<file path="config.mk">
export PLATFORM = sky130hd
export DESIGN_NAME = sorted_array_priority_queue_core_flat
export DESIGN_NICKNAME = d
export VERILOG_FILES = /design/src/rtl/core/sapq_pkg.sv /design/src/rtl/core/sapq_in_if.sv /design/src/rtl/core/sapq_out_if.sv /design/src/rtl/core/sorted_array_priority_queue_core.sv /design/src/rtl/core/sapq_ctrl.sv /design/src/rtl/core/sapq_datapath.sv /design/src/flat_wrapper.sv
export SDC_FILE = /design/constraint.sdc
export NUM_CORES = 2
export LEC_CHECK = 0
export BUFFER_PORTS_ARGS = -buffer_cell sky130_fd_sc_hd__buf_4
export CORE_MARGIN = 1
export CORE_UTILIZATION = 60
export DETAILED_ROUTE_END_ITERATION = 10
export PLACE_DENSITY_LB_ADDON = 0.25
export SLEW_MARGIN = 20
export SYNTH_ARGS = -nofsm -noshare
export SYNTH_HDL_FRONTEND = slang
export SYNTH_SLANG_ARGS = --single-unit
export TNS_END_PERCENT = 100
</file>
<file path="constraint.sdc">
create_clock -name clk -period 6.2 [get_ports clk]
set_input_delay 0.62 -clock clk [delete_from_list [all_inputs] [get_ports clk]]
set_output_delay 0.62 -clock clk [all_outputs]
set_load 0.03 [all_outputs]
</file>
<file path="src/rtl/core/sapq_pkg.sv">
package sapq_pkg;

  localparam int unsigned VALUE_W = 32;
  localparam int unsigned HELD_W  = 5;

  localparam logic OP_INSERT = 1'b0;
  localparam logic OP_REMOVE = 1'b1;

  localparam logic [VALUE_W-1:0] EMPTY_REMOVE_VALUE = '1;

  typedef enum logic [1:0] {
    ST_DONE  = 2'd0,
    ST_FULL  = 2'd1,
    ST_EMPTY = 2'd2
  } sapq_status_t;

  // Commands from the controller to the datapath.
  typedef struct packed {
    logic load;
    logic execute;
  } sapq_cmd_t;

endpackage

</file>
<file path="src/rtl/core/sapq_in_if.sv">
interface sapq_in_if;
  logic        valid;
  logic        ready;
  logic        op;
  logic [31:0] value;

  modport source (output valid, output op, output value, input ready);
  modport sink (input valid, input op, input value, output ready);
endinterface

</file>
<file path="src/rtl/core/sapq_out_if.sv">
interface sapq_out_if;
  logic        valid;
  logic        ready;
  logic [1:0]  status;
  logic [31:0] removed_value;
  logic [4:0]  held_after;

  modport source (output valid, output status, output removed_value, output held_after,
                  input ready);
  modport sink (input valid, input status, input removed_value, input held_after,
                output ready);
endinterface

</file>
<file path="src/rtl/core/sorted_array_priority_queue_core.sv">
// Sorted-array min-priority queue.
// Each accepted transaction passes the controller's load, execute and respond steps;
// the result is registered on execute and held valid in respond until taken, and no
// new input is accepted until then. All cells shift together in the execute step.
// Reset (synchronous, active high) empties the queue; stored values are not cleared.
module sorted_array_priority_queue_core
  import sapq_pkg::*;
#(
  parameter int unsigned QUEUE_DEPTH = 16
) (
  input  logic       clk,
  input  logic       rst,
  sapq_in_if.sink    in_ch,
  sapq_out_if.source out_ch
);

  sapq_cmd_t cmd;

  sapq_ctrl u_ctrl (
    .clk       (clk),
    .rst       (rst),
    .in_valid  (in_ch.valid),
    .in_ready  (in_ch.ready),
    .out_valid (out_ch.valid),
    .out_ready (out_ch.ready),
    .cmd       (cmd)
  );

  sapq_datapath #(
    .DEPTH (QUEUE_DEPTH)
  ) u_datapath (
    .clk           (clk),
    .rst           (rst),
    .cmd           (cmd),
    .in_op         (in_ch.op),
    .in_value      (in_ch.value),
    .status        (out_ch.status),
    .removed_value (out_ch.removed_value),
    .held_after    (out_ch.held_after)
  );

endmodule

</file>
<file path="src/rtl/core/sapq_ctrl.sv">
module sapq_ctrl
  import sapq_pkg::*;
(
  input  logic      clk,
  input  logic      rst,
  input  logic      in_valid,
  output logic      in_ready,
  output logic      out_valid,
  input  logic      out_ready,
  output sapq_cmd_t cmd
);

  typedef enum logic [2:0] {
    S_IDLE = 3'b001,
    S_EXEC = 3'b010,
    S_RESP = 3'b100
  } state_t;

  state_t state;
  state_t state_next;

  always_comb begin
    state_next = state;
    unique case (state)
      S_IDLE: if (in_valid) state_next = S_EXEC;
      S_EXEC: state_next = S_RESP;
      S_RESP: if (out_ready) state_next = S_IDLE;
      default: state_next = S_IDLE;
    endcase
  end

  always_ff @(posedge clk) begin
    if (rst) begin
      state <= S_IDLE;
    end else begin
      state <= state_next;
    end
  end

  assign in_ready    = (state == S_IDLE);
  assign out_valid   = (state == S_RESP);
  assign cmd.load    = in_ready && in_valid;
  assign cmd.execute = (state == S_EXEC);

  a_no_overlap: assert property (@(posedge clk) disable iff (rst)
    !(in_ready && out_valid))
    else $error("input accepted while a result is pending");

  a_exec_to_resp: assert property (@(posedge clk) disable iff (rst)
    cmd.execute |=> out_valid)
    else $error("result not presented after execution");

  a_load_to_exec: assert property (@(posedge clk) disable iff (rst)
    cmd.load |=> cmd.execute)
    else $error("accepted transaction not executed");

endmodule

</file>
<file path="src/rtl/core/sapq_datapath.sv">
module sapq_datapath
  import sapq_pkg::*;
#(
  parameter int unsigned DEPTH = 16
) (
  input  logic               clk,
  input  logic               rst,
  input  sapq_cmd_t          cmd,
  input  logic               in_op,
  input  logic [VALUE_W-1:0] in_value,
  output logic [1:0]         status,
  output logic [VALUE_W-1:0] removed_value,
  output logic [HELD_W-1:0]  held_after
);

  localparam int unsigned CW = $clog2(DEPTH + 1);

  logic               op_q;
  logic [VALUE_W-1:0] value_q;
  logic [VALUE_W-1:0] entry [DEPTH];
  logic [DEPTH-1:0]   occupied;
  logic [DEPTH-1:0]   lt;
  logic [CW-1:0]      count;
  logic [CW-1:0]      count_next;
  logic [CW+HELD_W-1:0] count_wide;
  logic               full;
  logic               empty;
  logic               do_insert;
  logic               do_remove;

  always_ff @(posedge clk) begin
    if (cmd.load) begin
      op_q    <= in_op;
      value_q <= in_value;
    end
  end

  assign full      = occupied[DEPTH-1];
  assign empty     = !occupied[0];
  assign do_insert = cmd.execute && (op_q == OP_INSERT) && !full;
  assign do_remove = cmd.execute && (op_q == OP_REMOVE) && !empty;

  // Each cell compares against the new value; the held values are ascending, so
  // lt is a prefix mask and the new value lands at its first clear bit.
  for (genvar i = 0; i < DEPTH; i++) begin : g_cell
    assign lt[i] = occupied[i] && ($signed(entry[i]) < $signed(value_q));

    always_ff @(posedge clk) begin
      if (do_insert && !lt[i]) begin
        if (i == 0) begin
          entry[i] <= value_q;
        end else begin
          entry[i] <= lt[(i == 0) ? 0 : i-1] ? value_q : entry[(i == 0) ? 0 : i-1];
        end
      end else if (do_remove && (i < DEPTH-1)) begin
        entry[i] <= entry[(i < DEPTH-1) ? i+1 : i];
      end
    end
  end

  always_comb begin
    count_next = count;
    if (do_insert) begin
      count_next = count + CW'(1);
    end else if (do_remove) begin
      count_next = count - CW'(1);
    end
  end

  always_ff @(posedge clk) begin
    if (rst) begin
      occupied <= '0;
      count    <= '0;
    end else begin
      count <= count_next;
      if (do_insert) begin
        occupied <= {occupied[DEPTH-2:0], 1'b1};
      end else if (do_remove) begin
        occupied <= occupied >> 1;
      end
    end
  end

  assign count_wide = (CW+HELD_W)'(count_next);

  always_ff @(posedge clk) begin
    if (cmd.execute) begin
      held_after    <= count_wide[HELD_W-1:0];
      removed_value <= '0;
      status        <= ST_DONE;
      if (op_q == OP_INSERT) begin
        if (full) begin
          status <= ST_FULL;
        end
      end else if (empty) begin
        status        <= ST_EMPTY;
        removed_value <= EMPTY_REMOVE_VALUE;
      end else begin
        removed_value <= entry[0];
      end
    end
  end

  a_count_matches: assert property (@(posedge clk) disable iff (rst)
    $countones(occupied) == count)
    else $error("fill count disagrees with occupancy");

  a_thermometer: assert property (@(posedge clk) disable iff (rst)
    ((occupied >> 1) & ~occupied) == '0)
    else $error("occupancy has a hole");

  a_full_holds: assert property (@(posedge clk) disable iff (rst)
    (cmd.execute && (op_q == OP_INSERT) && full) |=> $stable(occupied))
    else $error("dropped insert changed the queue");

endmodule

</file>
<file path="src/flat_wrapper.sv">
// flat-port wrapper written by rule: the top's interface ports become plain ports
module sorted_array_priority_queue_core_flat import sapq_pkg::*;
#(
  parameter int unsigned QUEUE_DEPTH = 16
)
  (clk, rst, in_ch_valid, in_ch_op, in_ch_value, in_ch_ready, out_ch_valid, out_ch_status, out_ch_removed_value, out_ch_held_after, out_ch_ready);
  sapq_in_if in_ch_i ();
  sapq_out_if out_ch_i ();
  input  logic clk;
  input  logic rst;
  input wire logic [$bits(in_ch_i.valid)-1:0] in_ch_valid;
  input wire logic [$bits(in_ch_i.op)-1:0] in_ch_op;
  input wire logic [$bits(in_ch_i.value)-1:0] in_ch_value;
  output wire logic [$bits(in_ch_i.ready)-1:0] in_ch_ready;
  output wire logic [$bits(out_ch_i.valid)-1:0] out_ch_valid;
  output wire logic [$bits(out_ch_i.status)-1:0] out_ch_status;
  output wire logic [$bits(out_ch_i.removed_value)-1:0] out_ch_removed_value;
  output wire logic [$bits(out_ch_i.held_after)-1:0] out_ch_held_after;
  input wire logic [$bits(out_ch_i.ready)-1:0] out_ch_ready;
  assign in_ch_i.valid = in_ch_valid;
  assign in_ch_i.op = in_ch_op;
  assign in_ch_i.value = in_ch_value;
  assign in_ch_ready = in_ch_i.ready;
  assign out_ch_valid = out_ch_i.valid;
  assign out_ch_status = out_ch_i.status;
  assign out_ch_removed_value = out_ch_i.removed_value;
  assign out_ch_held_after = out_ch_i.held_after;
  assign out_ch_i.ready = out_ch_ready;
  sorted_array_priority_queue_core #(.QUEUE_DEPTH(QUEUE_DEPTH)) u_core (.clk(clk), .rst(rst), .in_ch(in_ch_i), .out_ch(out_ch_i));
endmodule
</file>
# After elaboration in Yosys (flattened, before gate mapping)
# Memories as Yosys holds them, arrays and structs flattened.
# Cells that the tools add are included.
# classes
magnitude_cmp	16
eq_ne	5
n_reduce_logical	56
add_sub_neg	2
n_mux	104
n_bitwise	16
# op_table
cell	n
$mux 32	31
$lt 32x32->1	16
$mux 1	64
$logic_and 1x1->1	37
$mux 16	2
$logic_not 1->1	17
$or 1x1->1	15
$mux 5	2
$pmux 3 s3	1
$mux 3	2
$add 5x1->5 const B	1
$sub 5x1->5 const B	1
$mux 2	2
$eq 3x1->1 const B	1
$eq 3x2->1 const B	1
$eq 3x3->1 const B	1
$ne 2x1->1 const B	1
$ne 2x2->1 const B	1
$reduce_and 2->1	1
$reduce_bool 2->1	1
$not 1->1	1
# word_totals
regBits	96
mem_bits_rw	512
input_bits	37
output_inout_bits	41
n_memories	1
word_cells	208
# mem_list
memory	depth	word_bits	read_ports	rd_ports_with_merged_regs	wr	line_no	text
u_core.u_datapath.entry	16	32	16	0	16	sapq_datapath.sv:20	logic [VALUE_W-1:0] entry [DEPTH];

# Depth between registers and ports, before layout
# An unclocked memory read counts as a cell.
# depth
depth_word	8
depth_mapped	12
ltp_nobuf	10

# Modules after synthesis
# Synthesis repeated with hierarchy kept, for this count alone.
# unflattened
hier_cells	4283
area_unflattened_um2	41667.5
# modules_own_cells
module	cells_per_inst	instances	seq_area_each_um2	area_per_inst_um2
sapq_datapath	4267	1	17957.2	41512.3
sapq_ctrl	16	1	60.1	155.1

# Worst setup path after synthesis
# No wires, ideal clock.
# synth_timing
path_kind	register -> register
start	register u_core.u_datapath.value_q[13]
end	memory u_core.u_datapath.entry[7][0], in the netlist u_core.u_datapath.entry[0][224], enable pin
setup_slack_ns	1.162
synth_period_minus_slack_ns	5.038
stages_incl_launch_ff	12
setup_time_ns	0.466
required_time_ns	5.734
n_path_buf	1
arrival_ns	4.572
cell_sequence	edfxtp_1 > inv_1 > ha_1 > a21o_1 > a21o_1 > a21oi_1 > o211ai_1 > a21oi_1 > mux2_4 > clkbuf_1 > nor2_1 > o21ai_0
# synth_lines
item	line_no	text
from (decl)	sapq_datapath.sv:19	logic [VALUE_W-1:0] value_q;
from (signal assigned)	sapq_datapath.sv:34	value_q <= in_value;
to (decl)	sapq_datapath.sv:20	

==> reports/metrics.yaml <==
finalPower_uw: 9690
seq_area_frac_synth: 0.443
synth_top_area_cell: "edfxtp_1"
start_kind: "flip-flop"
dp.final_hpwl_um: 92100
gp_congestion: 1.01
cts_buffer_depth: 3
r2r_cells: 10
synth_edf_count: 584
ys_ff_latch: 608
setup_slack_ps: 814
clock_sinks: 608
hold_depth: 1
place_area_um2: 42000
fmax_mhz: 186
fin_area_um2: 44100
start_util: 0.606
ir_worst_vdd_mv: 0.230
synth_area_leaders: "edfxtp_1 43%, ha_1 14%, a21oi_1 5.3%"
fp-row-count: 95
via_per_inst: 6.93
fill_cells: 5278
cts_made_buffers: 70
worstSetupEndpointType: "flip-flop"
max-slew-margin-rel: 0.208
synth.distinct_cells: 73
critPathSlowestCell: "nor4_1"
synth_nets: 4690
period_share: 0.869
drv_slew: 0
arrival_ps: 5670
nNetsFinal: 4637
clk_latency_ps: 630
cp_common_cell: "buf_4"
switching_share: 0.266
drtIter0Drc: 4858
wire_per_inst_um: 25.7
yosysWarnings: 0
drt_first_pass_iters: 6
cp_max_fo: 17
rsz0062_at_grt: "false"
io_buffer_count: 77
synth_flop_cell: "edfxtp_1"
min_period_ps: 5390
ant_nets: 0
p_per_area_nw_per_um2: 220
path_class: "reg2reg"
slowest_delay_ps: 980
die_area_um2: 68900
cellInternalPower_uw: 7110
synth_commonest_cells: "584 x edfxtp_1, 467 x ha_1, 432 x a21oi_1, 375 x nor2_1, 354 x nand2_1"
grt_max_degree: 183
leakagePower_uw: 0.0163
crit_family: "simple AND/OR/NAND/NOR gates"
postCtsSetupBuffers: 0
syn_inst: 4186
cp_data_required_time_ps: 6490
num_io_pins: 78
syn-cell-area_um2: 40700
vias: 35100
cts_tree: "done"
cap_violations: 0
fin_util: 0.657
avgSynthCellArea_um2: 9.72
synth.top_cell.area_share: 0.431
status: "finished clean"
drc: 0
place_ws_ps: 1110
power_frac_comb: 0.113
path_buf_inv: 3
antennaDiodeCount: 0
syn2layout_area_growth_pct: 8.40
reg2reg_slack_ps: 810
worstMarginPinSlew_ps: 1180
tns_ps: 0
seqPwrFrac: 0.475
finalHoldViolCount: 0
path_clk_slew_ps: 60
clock-root-buffer: "clkbuf_16"
die_w_um: 262
grt_pass1_wl_um: 198000
fin_skew_ps: 25.0
clkPwrFrac: 0.413
p_sw_uw: 2580
grt_pass1_vias: 33300
core-area_um2: 67200
wl_um: 130000
yosysMostFrequentCell: "edfxtp_1"
antenna_found_initial: 0
grtUsageTotal: 0.371
path_depth: 10
cts_resized: 0
die_h_um: 262
ctsHtreeMaxLevel: 3
hp-class: "in2reg"
drive_above_1_share: 0.0793
finalSetupViolCount: 0
synthArstFlopShare: 0
cts_hold_buf: 0
path_cells: "inv_1, buf_4, ha_1, nand4_1, nor4_1, o311ai_2, a21o_1, and3_2, o21ai_4, buf_4"
grt_overflow_total: 0
state kept, by name (all words and copies together) (netlist names):
register and flops:
u_core.u_datapath.op_q 1, u_core.u_datapath.held_after 5, u_core.u_datapath.entry 512, u_core.u_datapath.value_q 32, u_core.u_ctrl.state 3, u_core.u_datapath.occupied 16, u_core.u_datapath.removed_value 32, u_core.u_datapath.status 2
u_core.u_datapath.count 5
layout make-up:
cell class / instances / area [um^2] / area share
Multi-Input combinational cell: 3172 / 21000 / 0.476
Clock buffer: 92 / 1900 / 0.0430
Clock inverter: 32 / 211 / 0.00479
Tap cell: 873 / 1090 / 0.0248
Inverter: 87 / 327 / 0.00740
Sequential cell: 608 / 18000 / 0.408
Timing Repair Buffer: 194 / 1580 / 0.0357
cell families after synthesis:
group,after synthesis,synth area share
xor gates and xnor gates,4,0.000861
muxes,143,0.0373
buffers and inverters,406,0.0443
and+or+nand+nor,1041,0.115
adders and majority gates,467,0.144
AOI/OAI and AO/OA,1517,0.217
DFF,608,0.443
metal layers:
metal | GRT usage | up-vias | share of wire
li1 | - | 15800 | -
met1 | 0.526 | 16600 | 0.40
met2 | 0.547 | 2310 | 0.43
met3 | 0.0859 | 317 | 0.13
met4 | 0.157 | 0 | 0.043
met5 | 0 | - | 0
placed cells by master, fill, tap and decap left out, types with 16 or more instances in the layout:
cell       netlist  layout
a31oi_1        324     324
o211ai_1        16      16
nand2_1        354     354
o21ai_1        352     346
or3_1           66      65
nand2b_1        21      21
mux2_1          32      32
inv_1           86      85
nand4_1         97      97
a211oi_1        18      18
clkbuf_16        0      73
a21o_1         105     105
a21oi_1        432     432
nand3_1         61      60
dfxtp_1         24      24
o21a_1          26      26
buf_4           15     185
edfxtp_1       584     584
ha_1           467     467
a21boi_0        34      34
nor2_1         375     375
clkbuf_1       185      19
mux2i_1         97      96
o21ai_0        137     136
power groups by stage:
stage / logic [uW] / registers [uW] / clock network (uW)
6_report: 1090 / 4600 / 4000
5_1_grt: 1180 / 4600 / 4150
4_1_cts: 1060 / 4590 / 4010
3_5_place_dp: 1060 / 4680 / 0
3_3_place_gp: 1030 / 4680 / 0
2_1_floorplan: 695 / 4660 / 0
path summary, 6_finish.rpt:
kind / end / startpoint
worst max-delay path: u_core.u_datapath.entry[0][3]$_DFFE_PP_ / u_core.u_datapath.value_q[23]$_DFFE_PP_
worst min-delay path: u_core.u_datapath.value_q[27]$_DFFE_PP_ / in_ch_value[27]
worst max register to register: u_core.u_datapath.entry[0][3]$_DFFE_PP_ / u_core.u_datapath.value_q[23]$_DFFE_PP_
worst min register to register: u_core.u_ctrl.state[2]$_SDFFE_PP0P_ / u_core.u_ctrl.state[0]$_SDFFE_PP1P_
stage by stage:
stage,hold slack [ps],std cells
floorplan,444,4186
global placement,485,4933
detailed placement,496,4933
CTS,149,5057
global route,152,5058
finish,165,5058
Power figures use the tool's default switching activity.
